==> config.mk <==
export PLATFORM = sky130hd
export DESIGN_NAME = cosine_taylor_series_unit
export DESIGN_NICKNAME = d
export VERILOG_FILES = /design/src/design/cts_pkg.sv /design/src/design/cts_mul.sv /design/src/design/cts_div.sv /design/src/design/cosine_taylor_series_unit.sv
export SDC_FILE = /design/constraint.sdc
export NUM_CORES = 2
export LEC_CHECK = 0
export BUFFER_PORTS_ARGS = -buffer_cell sky130_fd_sc_hd__buf_2
export CAP_MARGIN = 25
export CORE_ASPECT_RATIO = 1.1
export CORE_MARGIN = 8
export CORE_UTILIZATION = 35
export DETAILED_ROUTE_END_ITERATION = 8
export GPL_TIMING_DRIVEN = 1
export HOLD_SLACK_MARGIN = 0.15
export PLACE_DENSITY = 0.47
export SKIP_CTS_REPAIR_TIMING = 1
export SYNTH_ARGS = -nofsm -noshare
export SYNTH_HDL_FRONTEND = slang
export SYNTH_SLANG_ARGS = --single-unit
==> constraint.sdc <==
create_clock -name clk -period 13 [get_ports clk]
set_clock_uncertainty 0.2 [all_clocks]
set_input_delay 1.3 -clock clk [delete_from_list [all_inputs] [get_ports clk]]
set_output_delay 1.3 -clock clk [all_outputs]
set_load 0.02 [all_outputs]
==> src/design/cts_pkg.sv <==
package cts_pkg;

  // series format
  localparam int MAX_TERMS     = 32;
  localparam int SUM_FRAC_BITS = 40;
  localparam int TOL_FRAC_BITS = 40;
  localparam int SQ_FRAC_BITS  = 56;

  // field widths
  localparam int ANGLE_W = 32;
  localparam int TOL_W   = 48;
  localparam int SUM_W   = 64;
  localparam int TERMS_W = 7;

  // term magnitude and square of the angle, both unsigned
  localparam int MAG_W  = 63;
  localparam int OPND_W = 64;
  localparam int PROD_W = 2 * OPND_W;
  localparam int HALF_W = OPND_W / 2;

  // divider: numerator is the product shifted down by the square's fraction bits
  localparam int NUM_W      = 2 * MAG_W - SQ_FRAC_BITS;
  localparam int QUOT_W     = 64;
  localparam int NUM_HI_W   = NUM_W - QUOT_W;
  localparam int DEN_W      = 14;
  localparam int DIV_BITS   = 4;
  localparam int DIV_STEPS  = QUOT_W / DIV_BITS;
  localparam int DIV_CNT_W  = $clog2(DIV_STEPS);

  // tolerance alignment to the sum format
  localparam int THR_UP = (SUM_FRAC_BITS >= TOL_FRAC_BITS) ? SUM_FRAC_BITS - TOL_FRAC_BITS : 0;
  localparam int THR_DN = (SUM_FRAC_BITS >= TOL_FRAC_BITS) ? 0 : TOL_FRAC_BITS - SUM_FRAC_BITS;

  localparam logic [TOL_W-1:0] TOL_RESET = TOL_W'(1099512);
  localparam logic [MAG_W-1:0] MAG_ONE   = MAG_W'(1) << SUM_FRAC_BITS;
  localparam logic [MAG_W-1:0] MAG_MAX   = {MAG_W{1'b1}};

  typedef enum logic [2:0] {
    ST_IDLE,
    ST_SQ,
    ST_CHECK,
    ST_MUL,
    ST_DIV,
    ST_ADD,
    ST_FIN
  } cts_state_t;

endpackage

==> src/design/cts_mul.sv <==
module cts_mul (
  input  logic                        clk,
  input  logic                        rst_n,
  input  logic                        start,
  input  logic [cts_pkg::OPND_W-1:0]  a,
  input  logic [cts_pkg::OPND_W-1:0]  b,
  output logic                        done,
  output logic [cts_pkg::PROD_W-1:0]  product
);

  // four 32x32 partial products, one per cycle, each accumulated in the following cycle
  logic                        busy_r;
  logic                        done_r;
  logic [2:0]                  step_r;
  logic                        pp_vld_r;
  logic [1:0]                  pp_sh_r;
  logic [cts_pkg::OPND_W-1:0]  a_r;
  logic [cts_pkg::OPND_W-1:0]  b_r;
  logic [cts_pkg::OPND_W-1:0]  pp_r;
  logic [cts_pkg::PROD_W-1:0]  acc_r;
  logic [cts_pkg::HALF_W-1:0]  a_half;
  logic [cts_pkg::HALF_W-1:0]  b_half;
  logic [cts_pkg::OPND_W-1:0]  pp_nxt;
  logic [cts_pkg::PROD_W-1:0]  pp_ext;

  always_comb begin
    a_half = step_r[1] ? a_r[cts_pkg::OPND_W-1:cts_pkg::HALF_W] : a_r[cts_pkg::HALF_W-1:0];
    b_half = step_r[0] ? b_r[cts_pkg::OPND_W-1:cts_pkg::HALF_W] : b_r[cts_pkg::HALF_W-1:0];
  end

  // full-width slice product
  assign pp_nxt = a_half * b_half;

  always_comb begin
    unique case (pp_sh_r)
      2'd0:    pp_ext = cts_pkg::PROD_W'(pp_r);
      2'd1:    pp_ext = cts_pkg::PROD_W'(pp_r) << cts_pkg::HALF_W;
      default: pp_ext = cts_pkg::PROD_W'(pp_r) << (2 * cts_pkg::HALF_W);
    endcase
  end

  always_ff @(posedge clk) begin
    if (!rst_n) begin
      busy_r   <= 1'b0;
      done_r   <= 1'b0;
      step_r   <= 3'd0;
      pp_vld_r <= 1'b0;
    end else begin
      done_r <= 1'b0;
      if (start) begin
        busy_r   <= 1'b1;
        step_r   <= 3'd0;
        pp_vld_r <= 1'b0;
      end else if (busy_r) begin
        if (step_r != 3'd4) begin
          step_r   <= step_r + 3'd1;
          pp_vld_r <= 1'b1;
        end else begin
          pp_vld_r <= 1'b0;
          if (pp_vld_r) begin
            busy_r <= 1'b0;
            done_r <= 1'b1;
          end
        end
      end
    end
  end

  always_ff @(posedge clk) begin
    if (start) begin
      a_r   <= a;
      b_r   <= b;
      acc_r <= '0;
    end else if (busy_r) begin
      if (step_r != 3'd4) begin
        pp_r    <= pp_nxt;
        pp_sh_r <= 2'(step_r[1]) + 2'(step_r[0]);
      end
      if (pp_vld_r) begin
        acc_r <= acc_r + pp_ext;
      end
    end
  end

  assign done    = done_r;
  assign product = acc_r;

endmodule

==> src/design/cts_div.sv <==
module cts_div (
  input  logic                        clk,
  input  logic                        rst_n,
  input  logic                        start,
  input  logic [cts_pkg::NUM_W-1:0]   num,
  input  logic [cts_pkg::DEN_W-1:0]   den,
  output logic                        done,
  output logic [cts_pkg::MAG_W-1:0]   quot
);

  // restoring division, DIV_BITS quotient bits per cycle, saturating result
  logic                           busy_r;
  logic                           done_r;
  logic [cts_pkg::DIV_CNT_W-1:0]  cnt_r;
  logic                           sat_r;
  logic [cts_pkg::DEN_W-1:0]      den_r;
  logic [cts_pkg::DEN_W-1:0]      rem_r;
  logic [cts_pkg::DEN_W-1:0]      rem_nxt;
  logic [cts_pkg::QUOT_W-1:0]     work_r;
  logic [cts_pkg::QUOT_W-1:0]     work_nxt;
  logic [cts_pkg::NUM_HI_W-1:0]   num_hi;

  assign num_hi = num[cts_pkg::NUM_W-1:cts_pkg::QUOT_W];

  always_comb begin
    logic [cts_pkg::DEN_W:0] t;
    rem_nxt  = rem_r;
    work_nxt = work_r;
    for (int i = 0; i < cts_pkg::DIV_BITS; i++) begin
      t        = {rem_nxt, work_nxt[cts_pkg::QUOT_W-1]};
      work_nxt = work_nxt << 1;
      if (t >= {1'b0, den_r}) begin
        rem_nxt     = cts_pkg::DEN_W'(t - {1'b0, den_r});
        work_nxt[0] = 1'b1;
      end else begin
        rem_nxt = t[cts_pkg::DEN_W-1:0];
      end
    end
  end

  always_ff @(posedge clk) begin
    if (!rst_n) begin
      busy_r <= 1'b0;
      done_r <= 1'b0;
      cnt_r  <= '0;
    end else begin
      done_r <= 1'b0;
      if (start) begin
        busy_r <= 1'b1;
        cnt_r  <= cts_pkg::DIV_CNT_W'(cts_pkg::DIV_STEPS - 1);
      end else if (busy_r) begin
        if (cnt_r == '0) begin
          busy_r <= 1'b0;
          done_r <= 1'b1;
        end else begin
          cnt_r <= cnt_r - 1'b1;
        end
      end
    end
  end

  always_ff @(posedge clk) begin
    if (start) begin
      // quotient would not fit in 64 bits
      sat_r  <= cts_pkg::DEN_W'(num_hi) >= den;
      den_r  <= den;
      rem_r  <= cts_pkg::DEN_W'(num_hi);
      work_r <= num[cts_pkg::QUOT_W-1:0];
    end else if (busy_r) begin
      rem_r  <= rem_nxt;
      work_r <= work_nxt;
    end
  end

  assign done = done_r;
  assign quot = (sat_r || work_r[cts_pkg::QUOT_W-1]) ? cts_pkg::MAG_MAX
                                                      : work_r[cts_pkg::MAG_W-1:0];

endmodule

==> src/design/cosine_taylor_series_unit.sv <==
// each later term: check, 64x64 product in four 32x32 slices, radix-16
//   division by (2k-1)(2k) over 16 steps plus done, then add
// one angle in flight: the next one can be taken from the cycle after the previous
//   result is loaded into the output register
// reset: tolerance returns to 1099512 (about 1e-6), sequencer idle, output empty
module cosine_taylor_series_unit (
  input  logic                                clk,
  input  logic                                rst_n,
  // angle channel
  input  logic                                in_valid,
  output logic                                in_stall,
  input  logic signed [cts_pkg::ANGLE_W-1:0]  in_angle,
  // result channel
  output logic                                out_valid,
  input  logic                                out_stall,
  output logic signed [cts_pkg::SUM_W-1:0]    out_cosine,
  output logic [cts_pkg::TERMS_W-1:0]         out_terms_used,
  output logic                                out_limit_hit,
  // tolerance register
  input  logic                                cfg_wr_en,
  input  logic [cts_pkg::TOL_W-1:0]           cfg_wr_data
);

  cts_pkg::cts_state_t state_r, state_nxt;

  // configuration and per-angle working registers
  logic [cts_pkg::TOL_W-1:0]     tol_r;
  logic [cts_pkg::SUM_W-1:0]     thr_r;
  logic [cts_pkg::SUM_W-1:0]     thr_nxt;
  logic [cts_pkg::MAG_W-1:0]     sq_r;
  logic [cts_pkg::MAG_W-1:0]     prev_r;
  logic [cts_pkg::MAG_W-1:0]     mag_r;
  logic signed [cts_pkg::SUM_W-1:0] sum_r;
  logic signed [cts_pkg::SUM_W-1:0] sum_nxt;
  logic [cts_pkg::TERMS_W-1:0]   n_r;
  logic                          limit_r;
  logic [cts_pkg::DEN_W-1:0]     d_r;
  logic [cts_pkg::DEN_W-1:0]     d_nxt;

  // output register
  logic                          out_valid_r;
  logic signed [cts_pkg::SUM_W-1:0] out_cosine_r;
  logic [cts_pkg::TERMS_W-1:0]   out_terms_r;
  logic                          out_limit_r;

  // sequencer strobes
  logic                          in_xfer;
  logic                          out_load;
  logic                          mul_start;
  logic                          div_start;
  logic                          chk_below;
  logic                          chk_limit;
  logic                          chk_first;

  // multiplier, shared by square and term products, and divider
  logic [cts_pkg::ANGLE_W-1:0]   ax;
  logic [cts_pkg::OPND_W-1:0]    mul_a;
  logic [cts_pkg::OPND_W-1:0]    mul_b;
  logic                          mul_done;
  logic [cts_pkg::PROD_W-1:0]    mul_prod;
  logic                          div_done;
  logic [cts_pkg::MAG_W-1:0]     div_quot;

  // magnitude of the angle; the most negative code maps to 2^31
  assign ax = in_angle[cts_pkg::ANGLE_W-1] ? (~in_angle + 1'b1) : in_angle;

  // tolerance in the sum format, rounded up when the sum has fewer fraction bits
  always_comb begin
    if (cts_pkg::SUM_FRAC_BITS >= cts_pkg::TOL_FRAC_BITS) begin
      thr_nxt = cts_pkg::SUM_W'(tol_r) << cts_pkg::THR_UP;
    end else begin
      thr_nxt = (cts_pkg::SUM_W'(tol_r) + ((cts_pkg::SUM_W'(1) << cts_pkg::THR_DN) - 1'b1))
                >> cts_pkg::THR_DN;
    end
  end

  // loop decisions, from the previous term's magnitude against the threshold and from the count
  assign chk_below = {1'b0, prev_r} < thr_r;
  assign chk_limit = n_r >= cts_pkg::TERMS_W'(cts_pkg::MAX_TERMS);
  assign chk_first = n_r == '0;

  // divisor (2k-1)(2k) for term k = n_r
  always_comb begin
    logic [7:0]  n2;
    logic [7:0]  odd;
    logic [15:0] dp;
    n2    = {n_r, 1'b0};
    odd   = n2 - 8'd1;
    dp    = odd * n2;
    d_nxt = dp[cts_pkg::DEN_W-1:0];
  end

  // signed add or subtract of the new term, clamped to the 64-bit range
  always_comb begin
    logic signed [cts_pkg::SUM_W:0] s;
    if (n_r[0]) begin
      s = {sum_r[cts_pkg::SUM_W-1], sum_r} - {2'b00, mag_r};
    end else begin
      s = {sum_r[cts_pkg::SUM_W-1], sum_r} + {2'b00, mag_r};
    end
    if (s[cts_pkg::SUM_W] != s[cts_pkg::SUM_W-1]) begin
      sum_nxt = s[cts_pkg::SUM_W] ? {1'b1, {(cts_pkg::SUM_W-1){1'b0}}}
                                  : {1'b0, {(cts_pkg::SUM_W-1){1'b1}}};
    end else begin
      sum_nxt = s[cts_pkg::SUM_W-1:0];
    end
  end

  // multiplier serves the square of the angle first, then every term product
  always_comb begin
    if (state_r == cts_pkg::ST_IDLE) begin
      mul_a = cts_pkg::OPND_W'(ax);
      mul_b = cts_pkg::OPND_W'(ax);
    end else begin
      mul_a = cts_pkg::OPND_W'(prev_r);
      mul_b = cts_pkg::OPND_W'(sq_r);
    end
  end

  cts_mul u_mul (
    .clk     (clk),
    .rst_n   (rst_n),
    .start   (mul_start),
    .a       (mul_a),
    .b       (mul_b),
    .done    (mul_done),
    .product (mul_prod)
  );

  // product carries 56 fraction bits from the square; drop them on the way in
  cts_div u_div (
    .clk   (clk),
    .rst_n (rst_n),
    .start (div_start),
    .num   (mul_prod[cts_pkg::SQ_FRAC_BITS+cts_pkg::NUM_W-1:cts_pkg::SQ_FRAC_BITS]),
    .den   (d_r),
    .done  (div_done),
    .quot  (div_quot)
  );

  // next state
  always_comb begin
    state_nxt = state_r;
    unique case (state_r)
      cts_pkg::ST_IDLE: begin
        if (in_valid) state_nxt = cts_pkg::ST_SQ;
      end
      cts_pkg::ST_SQ: begin
        if (mul_done) state_nxt = cts_pkg::ST_CHECK;
      end
      cts_pkg::ST_CHECK: begin
        priority if (chk_below || chk_limit) state_nxt = cts_pkg::ST_FIN;
        else if (chk_first)                   state_nxt = cts_pkg::ST_ADD;
        else                                  state_nxt = cts_pkg::ST_MUL;
      end
      cts_pkg::ST_MUL: begin
        if (mul_done) state_nxt = cts_pkg::ST_DIV;
      end
      cts_pkg::ST_DIV: begin
        if (div_done) state_nxt = cts_pkg::ST_ADD;
      end
      cts_pkg::ST_ADD: begin
        state_nxt = cts_pkg::ST_CHECK;
      end
      cts_pkg::ST_FIN: begin
        if (!out_valid_r || !out_stall) state_nxt = cts_pkg::ST_IDLE;
      end
      default: state_nxt = cts_pkg::ST_IDLE;
    endcase
  end

  // sequencer outputs
  always_comb begin
    in_stall  = (state_r != cts_pkg::ST_IDLE);
    in_xfer   = (state_r == cts_pkg::ST_IDLE) && in_valid;
    mul_start = in_xfer ||
                ((state_r == cts_pkg::ST_CHECK) && !chk_below && !chk_limit && !chk_first);
    div_start = (state_r == cts_pkg::ST_MUL) && mul_done;
    out_load  = (state_r == cts_pkg::ST_FIN) && (!out_valid_r || !out_stall);
  end

  // control state
  always_ff @(posedge clk) begin
    if (!rst_n) begin
      state_r     <= cts_pkg::ST_IDLE;
      tol_r       <= cts_pkg::TOL_RESET;
      out_valid_r <= 1'b0;
    end else begin
      state_r <= state_nxt;
      if (cfg_wr_en) tol_r <= cfg_wr_data;
      // output register frees on transfer, refills from a finished angle
      if (out_load) begin
        out_valid_r <= 1'b1;
      end else if (!out_stall) begin
        out_valid_r <= 1'b0;
      end
    end
  end

  // datapath registers
  always_ff @(posedge clk) begin
    if (in_xfer) begin
      // series starts with a previous term of exactly 1.0
      prev_r  <= cts_pkg::MAG_ONE;
      sum_r   <= '0;
      n_r     <= '0;
      limit_r <= 1'b0;
      thr_r   <= thr_nxt;
    end
    if ((state_r == cts_pkg::ST_SQ) && mul_done) begin
      sq_r <= mul_prod[cts_pkg::MAG_W-1:0];
    end
    if (state_r == cts_pkg::ST_CHECK) begin
      d_r <= d_nxt;
      if (!chk_below && chk_limit) limit_r <= 1'b1;
      if (chk_first) mag_r <= cts_pkg::MAG_ONE;
    end
    if ((state_r == cts_pkg::ST_DIV) && div_done) begin
      mag_r <= div_quot;
    end
    if (state_r == cts_pkg::ST_ADD) begin
      sum_r  <= sum_nxt;
      n_r    <= n_r + 1'b1;
      prev_r <= mag_r;
    end
    if (out_load) begin
      out_cosine_r <= sum_r;
      out_terms_r  <= n_r;
      out_limit_r  <= limit_r;
    end
  end

  assign out_valid      = out_valid_r;
  assign out_cosine     = out_cosine_r;
  assign out_terms_used = out_terms_r;
  assign out_limit_hit  = out_limit_r;

  // limit only ever raised after the full term budget was spent
  a_limit_full: assert property (@(posedge clk) disable iff (!rst_n)
    out_valid && out_limit_hit |-> out_terms_used == cts_pkg::TERMS_W'(cts_pkg::MAX_TERMS))
    else $error("limit flag with short term count");

  // no term added means an empty sum and no limit flag
  a_empty_sum: assert property (@(posedge clk) disable iff (!rst_n)
    out_valid && out_terms_used == '0 |-> out_cosine == '0 && !out_limit_hit)
    else $error("non-zero result with no terms");

  // multiplier completes only where the sequencer waits for it
  a_mul_owner: assert property (@(posedge clk) disable iff (!rst_n)
    mul_done |-> state_r == cts_pkg::ST_SQ || state_r == cts_pkg::ST_MUL)
    else $error("multiplier result with nobody waiting");

  // divider completes only in its wait state
  a_div_owner: assert property (@(posedge clk) disable iff (!rst_n)
    div_done |-> state_r == cts_pkg::ST_DIV)
    else $error("divider result with nobody waiting");

  // an angle transfer always starts the squaring
  a_start_sq: assert property (@(posedge clk) disable iff (!rst_n)
    in_valid && !in_stall |=> state_r == cts_pkg::ST_SQ && n_r == '0)
    else $error("angle taken without starting the series");

endmodule
==> impl_metrics.py <==
metrics = {
    "status": {
        "status": "finished, final reports clean",
    },
    "drt": {
        "drt_pass1_iterations": 6,
        "ant_nets": 0,
        "via_per_inst": 5.418,
        "wl_um": 324600,
        "wl_per_cell_um": 26.33,
        "drc_errors": 0,
        "routed-via-count": 66800,
        "drt_iter0_drc": 5254,
    },
    "synthesis": {
        "synth_top_family_by_area": "adder cells",
        "synth-xor-area-share_pct": 3.677,
        "synth_edf_count": 669,
        "synth_cells": 9148,
        "ys_warn_count": 0,
        "synth-compound-area-share_pct": 11.45,
        "async_flop_share_pct": 0,
        "synth_seq_area_share_pct": 28.32,
        "synth_fp_nets": 10760,
        "synth_cell_types": 103,
        "synth_adder_area_share_pct": 30.67,
        "synthesis.area_sq_mm": 0.08501,
        "syn_area_per_cell_sq_um": 9.292,
        "synthMuxAreaShare_pct": 2.844,
        "synth-simple-area-share_pct": 15.87,
        "synthFlopType": "edfxtp_1",
        "ys_ff_latch": 868,
    },
    "timing": {
        "setup_viol_count_final": 0,
        "worst_slew_pin_slew_ps": 1122,
        "relSlewSlack_pct": 23.61,
        "rsz0062_at_grt": "false",
        "period_needed_ps": 11490,
        "finalSetupTns_ps": 0,
        "holdWs_ps": 234.3,
        "slew_viol_final": 0,
        "fmax_mhz": 87.03,
        "hold_viol": 0,
        "min_period_over_period_pct": 88.39,
    },
    "setup_path": {
        "worstPathRequired_ps": 13350,
        "start_kind": "register",
        "r2r-start": "u_div.den_r[2]",
        "cp_slowest_cell": "a2111oi_0",
        "rrSetupSlack_ps": 1510,
        "crit_path_max_fanout": 15,
        "reg2reg_depth": 39,
        "worstSetupEndpointType": "register",
        "r2r-end": "u_div.rem_r[1]",
        "crit_type": "reg -> reg",
        "max_stage_delay_ps": 740,
        "crit_arrival_ps": 11840,
    },
    "cells_and_area": {
        "final_nets": 10700,
        "final_common_cell": "nand2_1",
        "nFillCells": 24410,
        "final_cell_mix": "nand2_1 (1423), inv_1 (1158), fa_1 (930)",
        "drive_above_1_share_pct": 6.631,
        "area_growth_pct": 9.014,
    },
    "min_path": {
        "holdPathEnd": "thr_r[4]",
        "min_path_cells": 0,
        "min_from": "tol_r[4]",
        "hold_class": "reg -> reg",
    },
    "floorplan": {
        "start_util_pct": 35.24,
        "die-area_sq_mm": 0.2589,
        "core_sq_mm": 0.2412,
        "fp-row-count": 189,
        "fp.dieH_um": 532.9,
        "io_pins": 159,
        "die-width_um": 485.9,
    },
    "placed_design": {
        "port_buffers": 158,
        "gp_congestion": 0.9634,
        "dp_hpwl_um": 258600,
    },
    "clocking": {
        "path_clk_slew_ps": 60,
        "clk_path_buf_depth": 3,
        "cts_tree": "built",
        "clkSinkCount": 868,
        "cts_buffers": 97,
        "insertion_delay_ps": 740,
        "root_buffer": "clkbuf_16",
        "cts_htree_levels": 3,
    },
    "global_route": {
        "globalRouteOverflowTotal": 0,
        "grt_start_max_net_pins": 73,
        "grt_pass1_wl_um": 472300,
        "grt_use_total_pct": 24.46,
        "first_global_vias": 69030,
        "antenna_found_initial": 13,
    },
    "flow_run": {
        "max_cap_viol_count": 0,
    },
}
-- per-stage QoR --
stage / instances / instance area (sq um) / setup slack (ps) / utilization (%)
after CTS: 12320 / 92610 / 1472 / 38.39
after global routing: 12320 / 92650 / 501.0 / 38.41
after floorplan: 9148 / 85010 / 1778 / -
after detailed placement: 12140 / 89220 / 1508 / 36.99
final: 12330 / 92670 / 1510 / 38.42
after global placement: 12130 / 89130 / 1512 / 36.95
-- logic make-up after synthesis --
| logic type | after synthesis |
|---|---|
| simple gates | 3012 |
| buf+inv | 1611 |
| compound gates | 1544 |
| fa+ha+maj | 1526 |
| flops | 868 |
| xor+xnor | 356 |
| mux | 231 |
-- registers in the layout (all words and copies together), names as in the netlist, 48 cells and up --
signal / count
u_div.work_r: 64
sq_r: 63
sum_r: 64
prev_r: 63
mag_r: 63
out_cosine: 64
tol_r: 48
u_mul.pp_r: 64
u_mul.b_r: 63
u_mul.a_r: 63
thr_r: 48
u_mul.product: 126
-- cells in the mapped netlist (all sizes together), types with 128 or more instances --
cell	count	share of area [%]
nand2	1425	6.3
inv	1159	5.1
fa	930	22
nor2	699	3.1
edfxtp	669	24
ha	596	8.8
a21oi	562	3.3
clkbuf	375	1.7
o21ai	309	1.8
xnor2	230	2.4
dfxtp	199	4.7
mux2i	156	1.8
nor2b	149	1.1
a21o	144	1.3
and2	128	0.94
-- layout make-up --
class                   count  area [sq um]  area share, %
diodes                      8         20.02        0.02160
clock buffers             110          2526          2.726
clock inverters            71         865.8         0.9343
inverters                1162          4369          4.715
multi-input cells        6669         55020          59.38
flip-flops and latches    868         24080          25.98
well taps                3151          3943          4.254
repair buffers            289          1843          1.989
-- worst max-delay path, delay by kind of cell, from the launching register on --
kind	cells	cell delay [ps]
buf+inv	3	620
flops	1	460
compound gates	20	5650
simple gates	9	2000
fa+ha+maj	4	1500
mux	3	840
-- worst max-delay path by stage --
stage                          end  cells past startpoint      startpoint  slack, ps
finish              u_div.rem_r[1]                     39  u_div.den_r[2]       1510
floorplan            u_mul.pp_r[0]                      7        in_valid       1780
CTS                 u_div.rem_r[1]                     39  u_div.den_r[2]       1470
detailed placement  u_div.rem_r[1]                     39  u_div.den_r[2]       1510
global placement    u_div.rem_r[1]                     39  u_div.den_r[2]       1510
global route        u_div.rem_r[1]                     39  u_div.den_r[2]        500
-- routing by layer --
metal	track usage, %	routed length, um	vias up
met5	0	0	-
met4	12.78	20340	0
met3	2.404	15020	586
met2	42.15	158000	2143
met1	30.35	131300	33850
li1	-	-	30220
Power is not shown: default switching activity piles up to over one toggle a cycle in this logic, so the estimate is an artifact.
